### src/pcd_pkg.sv
`timescale 1ns / 1ps
// ----------------------------------------------------------------------------
// PNG chunk deframer package
// Request and response payload types, result kinds and parser phase codes.
// ----------------------------------------------------------------------------
package pcd_pkg;

   // Number of bytes in the length, type and CRC fields of a chunk.
   localparam int unsigned HDR_BYTES = 4;

   // Width of the decoded payload length and of the byte counter.
   localparam int unsigned LEN_W = 31;

   // Result kinds.
   typedef enum logic [1:0] {
      KIND_PAYLOAD = 2'd0,
      KIND_HEADER  = 2'd1,
      KIND_END     = 2'd2
   } kind_type;

   // Parser phases, one-hot.
   typedef enum logic [3:0] {
      PH_LEN  = 4'b0001,
      PH_TYPE = 4'b0010,
      PH_DATA = 4'b0100,
      PH_CRC  = 4'b1000
   } phase_type;

   // One input byte of the chunk stream.
   typedef struct packed {
      logic [7:0] byte_in;
      logic       chunk_start;
   } req_type;

   // One result item.
   typedef struct packed {
      kind_type          kind;
      logic [7:0]        byte_out;
      logic [LEN_W-1:0]  chunk_length;
      logic [31:0]       chunk_code;
      logic              crc_ok;
   } rsp_type;

   // Request held in the input register.
   typedef struct packed {
      logic    valid;
      req_type data;
   } item_type;

   // Result offered by the parser for the held request.
   typedef struct packed {
      logic    valid;
      rsp_type data;
   } result_type;

endpackage

### src/pcd_in_reg.sv
`timescale 1ns / 1ps
// ----------------------------------------------------------------------------
// PNG chunk deframer input register
// Holds one request until the parser consumes it.
// ----------------------------------------------------------------------------
module pcd_in_reg (
   input  logic             clock,
   input  logic             reset,
   input  logic             req_valid,
   output logic             req_stall,
   input  pcd_pkg::req_type req_data,
   input  logic             advance,
   output pcd_pkg::item_type item
);
   import pcd_pkg::*;

   logic    valid_ff;
   logic    valid_in;
   req_type data_ff;

   // A held request that the parser cannot consume blocks the port.
   assign req_stall = valid_ff && !advance;
   assign valid_in  = req_stall ? valid_ff : req_valid;

   // Valid flag of the held request.
   always_ff @(posedge clock) begin
      if (reset) begin
         valid_ff <= 1'b0;
      end else begin
         valid_ff <= valid_in;
      end
   end

   // Payload loads whenever a request is accepted.
   always_ff @(posedge clock) begin
      if (req_valid && !req_stall) begin
         data_ff <= req_data;
      end
   end

   assign item.valid = valid_ff;
   assign item.data  = data_ff;

endmodule

### src/pcd_parser.sv
`timescale 1ns / 1ps
// ----------------------------------------------------------------------------
// PNG chunk deframer parser
// Chunk phase tracking, field capture and running CRC-32 over type and
// payload bytes; forms the result for the held request.
// ----------------------------------------------------------------------------
module pcd_parser (
   input  logic                clock,
   input  logic                reset,
   input  pcd_pkg::item_type   item,
   input  logic                advance,
   output pcd_pkg::result_type result
);
   import pcd_pkg::*;

   localparam logic [31:0]      CRC_POLY  = 32'hEDB88320;
   localparam logic [31:0]      CRC_INIT  = 32'hFFFFFFFF;
   localparam logic [LEN_W-1:0] HDR_COUNT = LEN_W'(HDR_BYTES);

   // Reflected CRC-32 update for one byte, one bit per step.
   function automatic logic [31:0] crc_byte(input logic [31:0] c_in, input logic [7:0] b);
      logic [31:0] c;
      c = c_in ^ {24'd0, b};
      for (int i = 0; i < 8; i++) begin
         c = c[0] ? ((c >> 1) ^ CRC_POLY) : (c >> 1);
      end
      return c;
   endfunction

   phase_type        phase_ff, phase_in;
   logic [LEN_W-1:0] count_ff, count_in;
   logic [31:0]      length_ff, length_in;
   logic [31:0]      type_ff, type_in;
   logic [31:0]      crc_ff, crc_in;
   logic [31:0]      stored_ff, stored_in;

   phase_type        phase_v;
   logic [LEN_W-1:0] count_v;
   logic [LEN_W-1:0] count_inc;
   logic [7:0]       b;

   assign b         = item.data.byte_in;
   assign phase_v   = item.data.chunk_start ? PH_LEN : phase_ff;
   assign count_v   = item.data.chunk_start ? '0 : count_ff;
   assign count_inc = count_v + LEN_W'(1);

   // Next state and result for the held byte.
   always_comb begin
      phase_in  = phase_v;
      count_in  = count_inc;
      length_in = length_ff;
      type_in   = type_ff;
      crc_in    = crc_ff;
      stored_in = stored_ff;
      result.valid             = 1'b0;
      result.data.kind         = KIND_PAYLOAD;
      result.data.byte_out     = 8'd0;
      result.data.chunk_length = length_ff[LEN_W-1:0];
      result.data.chunk_code   = type_ff;
      result.data.crc_ok       = 1'b0;
      case (phase_v)
         PH_LEN: begin
            // The first length byte clears the fields of the previous chunk.
            if (count_v == '0) begin
               length_in = {24'd0, b};
               type_in   = '0;
               stored_in = '0;
               crc_in    = CRC_INIT;
            end else begin
               length_in = {length_ff[23:0], b};
            end
            if (count_inc >= HDR_COUNT) begin
               phase_in = PH_TYPE;
               count_in = '0;
            end
         end
         PH_TYPE: begin
            type_in = {type_ff[23:0], b};
            crc_in  = crc_byte(crc_ff, b);
            if (count_inc >= HDR_COUNT) begin
               count_in = '0;
               // An empty payload goes straight to the CRC field.
               phase_in = (length_ff[LEN_W-1:0] == '0) ? PH_CRC : PH_DATA;
               result.valid           = 1'b1;
               result.data.kind       = KIND_HEADER;
               result.data.chunk_code = type_in;
            end
         end
         PH_DATA: begin
            crc_in = crc_byte(crc_ff, b);
            if (count_inc >= length_ff[LEN_W-1:0]) begin
               count_in = '0;
               phase_in = PH_CRC;
            end
            result.valid         = 1'b1;
            result.data.byte_out = b;
         end
         PH_CRC: begin
            stored_in = {stored_ff[23:0], b};
            if (count_inc >= HDR_COUNT) begin
               phase_in = PH_LEN;
               count_in = '0;
               result.valid       = 1'b1;
               result.data.kind   = KIND_END;
               result.data.crc_ok = ((crc_ff ^ CRC_INIT) == stored_in);
            end
         end
         default: begin
            phase_in = PH_LEN;
            count_in = '0;
         end
      endcase
   end

   // Parser state commits only when the held byte is consumed.
   always_ff @(posedge clock) begin
      if (reset) begin
         phase_ff  <= PH_LEN;
         count_ff  <= '0;
         length_ff <= '0;
         type_ff   <= '0;
         crc_ff    <= CRC_INIT;
         stored_ff <= '0;
      end else if (advance) begin
         phase_ff  <= phase_in;
         count_ff  <= count_in;
         length_ff <= length_in;
         type_ff   <= type_in;
         crc_ff    <= crc_in;
         stored_ff <= stored_in;
      end
   end

   // Field phases never count past the field size.
   a_field_count: assert property (@(posedge clock) disable iff (reset)
      (phase_ff != PH_DATA) |-> (count_ff < HDR_COUNT))
      else $error("field byte counter out of range");

   // The payload phase only runs while bytes remain.
   a_data_count: assert property (@(posedge clock) disable iff (reset)
      (phase_ff == PH_DATA) |-> (count_ff < length_ff[LEN_W-1:0]))
      else $error("payload counter reached the chunk length");

   // Only a chunk end carries a CRC verdict; only payload carries a byte.
   a_result_fields: assert property (@(posedge clock) disable iff (reset)
      (item.valid && result.valid && (result.data.kind != KIND_END)) |->
      !result.data.crc_ok && ((result.data.kind == KIND_PAYLOAD) ||
      (result.data.byte_out == 8'd0)))
      else $error("result fields inconsistent with kind");

endmodule

### src/png_chunk_deframer_crc32.sv
`timescale 1ns / 1ps
// ----------------------------------------------------------------------------
// PNG chunk deframer with CRC-32 check
// Parses length, type, payload and CRC fields of a chunk byte stream, passes
// payload bytes through and reports the header and the CRC verdict.
//
//   Channel  Ports                          Direction  Moves
//   req      req_valid req_stall req_data   in         one stream byte
//   rsp      rsp_valid rsp_stall rsp_data   out        one result
//
// One byte is accepted per cycle unless the request port stalls; its result
// reaches the response port through the input register, then the result register.
// The CRC-32 byte update is combinational XOR logic in the parser.
// Reset is synchronous and brings the parser to the length field.
// A stalled response holds; a new request is still taken while the held
// byte produces no result or the response register can be refilled.
// ----------------------------------------------------------------------------
module png_chunk_deframer_crc32 (
   input  logic             clock,
   input  logic             reset,
   input  logic             req_valid,
   output logic             req_stall,
   input  pcd_pkg::req_type req_data,
   output logic             rsp_valid,
   input  logic             rsp_stall,
   output pcd_pkg::rsp_type rsp_data
);
   import pcd_pkg::*;

   item_type   item;
   result_type result;
   logic       advance;
   logic       out_free;
   logic       rsp_valid_ff, rsp_valid_in;
   rsp_type    rsp_data_ff;

   // The held byte moves on unless its result finds the output occupied.
   assign out_free = !rsp_valid_ff || !rsp_stall;
   assign advance  = item.valid && (out_free || !result.valid);

   pcd_in_reg u_in_reg (
      .clock     (clock),
      .reset     (reset),
      .req_valid (req_valid),
      .req_stall (req_stall),
      .req_data  (req_data),
      .advance   (advance),
      .item      (item)
   );

   pcd_parser u_parser (
      .clock   (clock),
      .reset   (reset),
      .item    (item),
      .advance (advance),
      .result  (result)
   );

   // Result register.
   assign rsp_valid_in = (advance && result.valid) || (rsp_valid_ff && rsp_stall);

   always_ff @(posedge clock) begin
      if (reset) begin
         rsp_valid_ff <= 1'b0;
      end else begin
         rsp_valid_ff <= rsp_valid_in;
      end
   end

   always_ff @(posedge clock) begin
      if (advance && result.valid) begin
         rsp_data_ff <= result.data;
      end
   end

   assign rsp_valid = rsp_valid_ff;
   assign rsp_data  = rsp_data_ff;

   // A consumed byte with a result shows up as a response next cycle.
   a_result_lands: assert property (@(posedge clock) disable iff (reset)
      (advance && result.valid) |=> rsp_valid)
      else $error("consumed result not presented");

   // A stalled response is never overwritten.
   a_no_overwrite: assert property (@(posedge clock) disable iff (reset)
      (rsp_valid_ff && rsp_stall) |-> !(advance && result.valid))
      else $error("stalled response overwritten");

   // The request port only stalls while a byte is held.
   a_stall_held: assert property (@(posedge clock) disable iff (reset)
      req_stall |-> item.valid)
      else $error("request stalled with no byte held");

endmodule

### config.mk
export PLATFORM = sky130hd
export DESIGN_NAME = png_chunk_deframer_crc32
export DESIGN_NICKNAME = d
export VERILOG_FILES = /design/src/pcd_pkg.sv /design/src/pcd_in_reg.sv /design/src/pcd_parser.sv /design/src/png_chunk_deframer_crc32.sv
export SDC_FILE = /design/constraint.sdc
export NUM_CORES = 1
export LEC_CHECK = 0
export BUFFER_PORTS_ARGS = -buffer_cell sky130_fd_sc_hd__buf_2
export CORE_ASPECT_RATIO = 0.8
export CORE_MARGIN = 1
export CORE_UTILIZATION = 30
export DETAILED_ROUTE_END_ITERATION = 6
export PLACE_DENSITY = 0.54
export SYNTH_ARGS = -nofsm -noshare
export SYNTH_HDL_FRONTEND = slang
export SYNTH_SLANG_ARGS = --single-unit
### constraint.sdc
create_clock -name clock -period 20 [get_ports clock]
set_input_delay 3 -clock clock [delete_from_list [all_inputs] [get_ports clock]]
set_output_delay 3 -clock clock [all_outputs]
set_load 0.05 [all_outputs]
Word-level counts from Yosys, hierarchy flattened
Index checks and enable logic that the tools add are counted.
{ "word_totals": {"out_inout_bits": 76, "ff_bits": 239, "elab_cells": 90, "input_bits": 13} }
{ "classes": {"n_reduce_logical": 25, "muxes": 31, "n_eq_ne": 6, "add_sub_neg": 1, "n_lt_le_gt_ge": 2, "n_bitwise": 10} }
{ "op_table": {"columns": ["op", "n"], "rows": [
  ["$mux W32", 12],
  ["$pmux W32 S2", 2],
  ["$mux W31", 4],
  ["$not A13 Y14", 8],
  ["$logic_not A31 Y1", 2],
  ["$pmux W31 S2", 1],
  ["$pmux W24 S2", 1],
  ["$eq A32 B32 Y1", 1],
  ["$not A32 Y32", 1],
  ["$xor A32 B8 Y32", 1],
  ["$add A31 B1 Y31 const B", 1],
  ["$ge A31 B3 Y1 const B", 1],
  ["$ge A31 B31 Y1", 1],
  ["$mux W4", 6],
  ["$pmux W4 S4", 1],
  ["$reduce_and A3 Y1", 3],
  ["$mux W3", 2],
  ["$reduce_bool A2 Y1", 3],
  ["$logic_and A1 B1 Y1", 5],
  ["$logic_not A1 Y1", 5],
  ["$eq A4 B1 Y1 const B", 1],
  ["$eq A4 B2 Y1 const B", 1],
  ["$eq A4 B3 Y1 const B", 1],
  ["$eq A4 B4 Y1 const B", 1],
  ["other kinds (7)", 10]
]} }

Logic depth before layout (Yosys ltp)
{ "depth": {"depth_word": 18, "mapped_depth": 25, "depth_no_buf": 20} }

By module
From an unflattened synthesis, not the netlist that was laid out.
{ "unflattened": {"hier_cells": 1207, "hier_area_um2": 11805.1} }
{ "modules_own_cells": {"columns": ["module", "instances", "cells_each", "area_each_um2", "seq_area_each_um2"], "rows": [
  ["pcd_parser", 1, 1112, 9203.8, 3083.0],
  ["png_chunk_deframer_crc32", 1, 81, 2273.4, 2242.2],
  ["pcd_in_reg", 1, 14, 327.8, 290.3]
]} }

Worst setup path before layout
No wires, ideal clock.
{ "synth_path": {"path_type": "reg-to-reg", "start": "reg u_in_reg.data_ff (netlist bit u_in_reg.item[0])", "end": "reg rsp_data_ff (netlist bit rsp_data[0]), enable pin", "t_required_ns": 19.494, "setup_time_ns": 0.506, "slack_ns": 12.985, "arrival_time_ns": 6.509, "n_path_buf": 6, "period_less_slack_ns": 7.015, "stages_incl_launch_ff": 18, "cell_sequence": "edfxtp_1 > buf_2 > buf_1 > clkbuf_1 > nor2b_1 > ha_1 > buf_4 > and2_1 > clkbuf_1 > nand3_1 > nor4_4 > nor3_1 > a2111oi_2 > nand4bb_1 > clkbuf_2 > o21ai_0 > and2_1 > nor2_1"} }
{ "synth_via": {"elab_chain_len": 9, "elab_cells_between_ends": 14, "cone_classes": "add/sub (1); order compare (1); eq/ne (3); mux (5); reduce/logical (4)"} }
{ "synth_lines": {"columns": ["element", "line", "text"], "rows": [
  ["from (decl)", "pcd_in_reg.sv:19", "req_type data_ff;"],
  ["from (signal assigned)", "pcd_in_reg.sv:37", "data_ff <= req_data;"],
  ["$mux W31", "pcd_parser.sv:44", "assign count_v = item.data.chunk_start ? '0 : count_ff;"],
  ["$add A31 B1 Y31", "pcd_parser.sv:45", "assign count_inc = count_v + LEN_W'(1);"],
  ["$ge A31 B3 Y1", "pcd_parser.sv:80, pcd_parser.sv:100", null],
  ["$mux W3 (on tied branches)", "pcd_parser.sv:100, pcd_parser.sv:80", null],
  ["$pmux W1 S3 *", "pcd_parser.sv:61", "case (phase_v)"],
  ["$logic_not A1 Y1", "png_chunk_deframer_crc32.sv:39", "assign advance = item.valid && (out_free || !result.valid);"],
  ["$logic_or A1 B1 Y1", "png_chunk_deframer_crc32.sv:39", null],
  ["$logic_and A1 B1 Y1", "png_chunk_deframer_crc32.sv:39", null],
  ["$logic_and A1 B1 Y1 *", "png_chunk_deframer_crc32.sv:71", "if (advance && result.valid) begin"],
  ["to (signal assigned)", "png_chunk_deframer_crc32.sv:72", "rsp_data_ff <= result.data;"],
  ["to (decl)", "png_chunk_deframer_crc32.sv:35", "rsp_type rsp_data_ff;"]
]} }
Every way passes the cells marked *; elsewhere a longest branch is shown, timed or not.
A chain may end at the register's enable or synchronous reset.

Worst setup path after layout
{ "layout_path": {"start": "reg u_in_reg.data_ff (netlist bit u_in_reg.item[0])", "end": "out req_stall"} }
{ "layout_via": {"elab_chain_len": 10, "elab_cells_between_ends": 15, "cone_classes": "add/sub (1); order compare (1); eq/ne (3); mux (5); reduce/logical (5)"} }
{ "layout_lines": {"columns": ["element", "line", "text"], "rows": [
  ["$mux W31", "pcd_parser.sv:44", null],
  ["$add A31 B1 Y31", "pcd_parser.sv:45", null],
  ["$ge A31 B3 Y1", "pcd_parser.sv:80, pcd_parser.sv:100", null],
  ["$mux W3 (on tied branches)", "pcd_parser.sv:100, pcd_parser.sv:80", null],
  ["$pmux W1 S3 *", "pcd_parser.sv:61", null],
  ["$logic_not A1 Y1 *", "png_chunk_deframer_crc32.sv:39", null],
  ["$logic_or A1 B1 Y1 *", "png_chunk_deframer_crc32.sv:39", null],
  ["$logic_and A1 B1 Y1 *", "png_chunk_deframer_crc32.sv:39", null],
  ["$logic_not A1 Y1 *", "pcd_in_reg.sv:22", "assign req_stall = valid_ff && !advance;"],
  ["$logic_and A1 B1 Y1 *", "pcd_in_reg.sv:22", null],
  ["to (decl)", "png_chunk_deframer_crc32.sv:22", "output logic req_stall,"]
]} }
Marked as above.

==> flow_metrics.py <==
metrics = {
    "global_routing": {
        "grt_pass1_wl_mm": 49.5,
        "grt_pass1_vias": 8234,
        "grt-ovfl-total": 0,
        "grt_start_max_net_pins": 75,
        "gr-usage-all-layers": 0.158,
        "antenna_found_initial": 1,
    },
    "detailed_routing": {
        "ant_nets": 0,
        "totalWireLength_mm": 31.7,
        "drc_errors": 0,
        "drt_first_iter_violations": 833,
        "dr_total_vias": 8728,
        "wl_per_cell_um": 18.6,
        "firstDrtPassIters": 6,
        "viasPerCell": 5.13,
    },
    "place": {
        "placed_cells": 1655,
        "pre_cts_ws_ps": 12400,
        "place_congestion": 0.928,
        "dp_hpwl_mm": 22.0,
        "port_buffers": 88,
        "placed_cell_area_sq_um": 12600,
    },
    "synthesis": {
        "synth_area_sq_um": 11800,
        "synth.avg_cell_area_sq_um": 10.5,
        "yosys.area.top_type": "dfxtp_1",
        "synthCells": 1121,
        "synth.distinct_cells": 83,
        "async_flop_share": 0,
        "synth_seq_cells": 239,
        "synth_top_area_frac": 0.265,
        "synthTopCellsByArea": "dfxtp_1 27%, edfxtp_1 21%, a22o_1 7.1%, xnor2_1 5.8%, ha_1 3.4%",
        "synth_warnings": 0,
        "netlist_top_cells_count": "156 x dfxtp_1, 104 x nor2_1, 96 x a22o_1",
        "synth_nets": 1166,
        "synth_edf_count": 83,
        "synth_ff_type": "dfxtp_1",
        "yosysMostFrequentCell": "dfxtp_1",
        "seq_area_frac_synth": 0.477,
    },
    "final_layout": {
        "stdcell_count": 1702,
        "fin_area_sq_um": 13500,
        "drive_above_1_share": 0.170,
        "fin_util": 0.351,
        "nets": 1233,
        "nFillCells": 3818,
        "diodes": 0,
        "syn2layout_area_growth_pct": 14.8,
    },
    "power_and_ir_drop": {
        "peakVddDrop_mv": 0.0575,
        "p_leak_nw": 5.03,
        "power_density_nw_per_um2": 79.4,
        "total_power_mw": 1.07,
    },
    "floorplanning": {
        "placementRows": 64,
        "core_sq_um": 38400,
        "die_area_sq_um": 40000,
        "die_height_um": 179,
        "initial_core_util": 0.306,
        "ios": 89,
        "die-width_um": 223,
    },
    "sta": {
        "setup_viol_count_final": 0,
        "finalCriticalPeriod_ps": 8240,
        "final_max_slew_viol_count": 0,
        "setup_ws_ps": 11760,
        "grt_setup_unrepaired": "false",
        "holdWs_ps": 471,
        "fin_crit_sh": 0.412,
        "fin_tns_setup_ps": 0,
        "finalHoldViolations": 0,
        "worst_pin_slew_ps": 1260,
        "clock-skew-final_ps": 24.9,
        "max-slew-margin-rel": 0.159,
        "fmax_mhz": 121,
    },
    "job": {
        "maxCapViolCount": 0,
    },
    "worst_setup_path": {
        "critPathRequiredTime_ps": 17000,
        "crit_fanout": 50,
        "crit_type": "register to output port",
        "cpPeakStageDelay_ps": 530,
        "critPathSlowestCell": "o21ai_0",
        "path_cells": "buf_4, inv_1, nand2_1, inv_1, ha_1, and2_1, nand3_1, nor4_4, and3_1, a2111oi_2, nand4bb_1, o21ai_0, a21o_1, inv_1, buf_2",
        "startpoint": "u_in_reg.item[0]$_DFFE_PP_",
        "start_kind": "register",
        "cpMostUsedCell": "inv_1",
        "cp.arrival_ps": 5240,
        "end_kind": "output port",
        "r2r-start": "u_in_reg.item[0]$_DFFE_PP_",
    },
    "run_status": {
        "outcome": "finished clean",
    },
    "clock_tree": {
        "postCtsHoldBufs": 0,
        "htreeDepth": 1,
        "clk_pin_slew_ps": 60,
        "cts.sinks": 239,
        "ctsLongestPathBuffers": 3,
        "cts_setup_buffers": 0,
        "cts_tree": "yes",
        "cts_made_buffers": 26,
        "root_buffer": "clkbuf_16",
        "cts_resized": 0,
        "clk_latency_ps": 550,
    },
    "worst_hold_path": {
        "hp-start": "u_parser.type_ff[25]$_SDFFE_PP0P_",
        "hp-class": "register to register",
    },
}
cell usage in the layout (no fill, tap or decap), drive strengths merged, types with 27 or more instances in the layout:
cell type    n
nand2       50
a21oi       27
xnor2       78
inv         54
dfxtp      156
buf        103
mux2        32
edfxtp      83
a22o        96
o21ai       43
mux2i       35
ha          32
clkbuf      35
xor2        39
nand4       28
nor2       104
worst max-delay path: cells and delay by family (launching register included):
| family | cells | cell delay (ps) |
|---|---|---|
| buffers and inverters | 5 | 1140 |
| adder cells (fa/ha/maj) | 1 | 300 |
| flip-flops | 1 | 350 |
| AND/OR/NAND/NOR | 6 | 2030 |
| AO/OA/AOI/OAI | 3 | 870 |
worst paths after layout:
kind	end	slack (ps)	cells past startpoint
setup / recovery	req_stall	11760	15
setup reg to reg	u_parser.count_ff[23]$_SDFFE_PP0P_	14010	18
hold reg to reg	u_parser.type_ff[25]$_SDFFE_PP0P_	470	1
hold / removal	u_parser.type_ff[25]$_SDFFE_PP0P_	470	1
logic make-up after synthesis:
logic type | synth area share
flip-flops | 0.477
adder cells (fa/ha/maj) | 0.0340
buffers and inverters | 0.0451
AO/OA/AOI/OAI | 0.151
AND/OR/NAND/NOR | 0.145
XOR/XNOR | 0.0871
multiplexers | 0.0604
cell type report:
type	instances	area, sq um	area share
multi-input combinational	765	5660	0.419
sequential	239	5620	0.416
clock buffer	35	736	0.0545
tap	495	619	0.0459
timing repair buffer	103	553	0.0410
inverter	53	199	0.0147
clock inverter	12	125	0.00927
sequential cells by signal (all words and copies together) (netlist names):
register,flops
u_in_reg.valid_ff,1
rsp_valid,1
u_parser.count_ff,31
u_in_reg.item,9
u_parser.length_ff,31
u_parser.stored_ff,24
u_parser.phase_ff,4
rsp_data,74
u_parser.type_ff,32
u_parser.crc_ff,32
per-layer routing:
layer	GRT usage	wire length (um)
met4	0.0311	488
met2	0.231	13200
met1	0.238	16200
met5	0	0
met3	0.0315	1900
report_power, final:
group | leakage, nW | internal [mW] | switching [mW]
Combinational | 2.62 | 0.0306 | 0.0478
Clock | 0.423 | 0.284 | 0.200
Sequential | 1.99 | 0.503 | 0.00678
Total | 5.03 | 0.818 | 0.255
No activity file was read; power rests on OpenSTA's default activity.
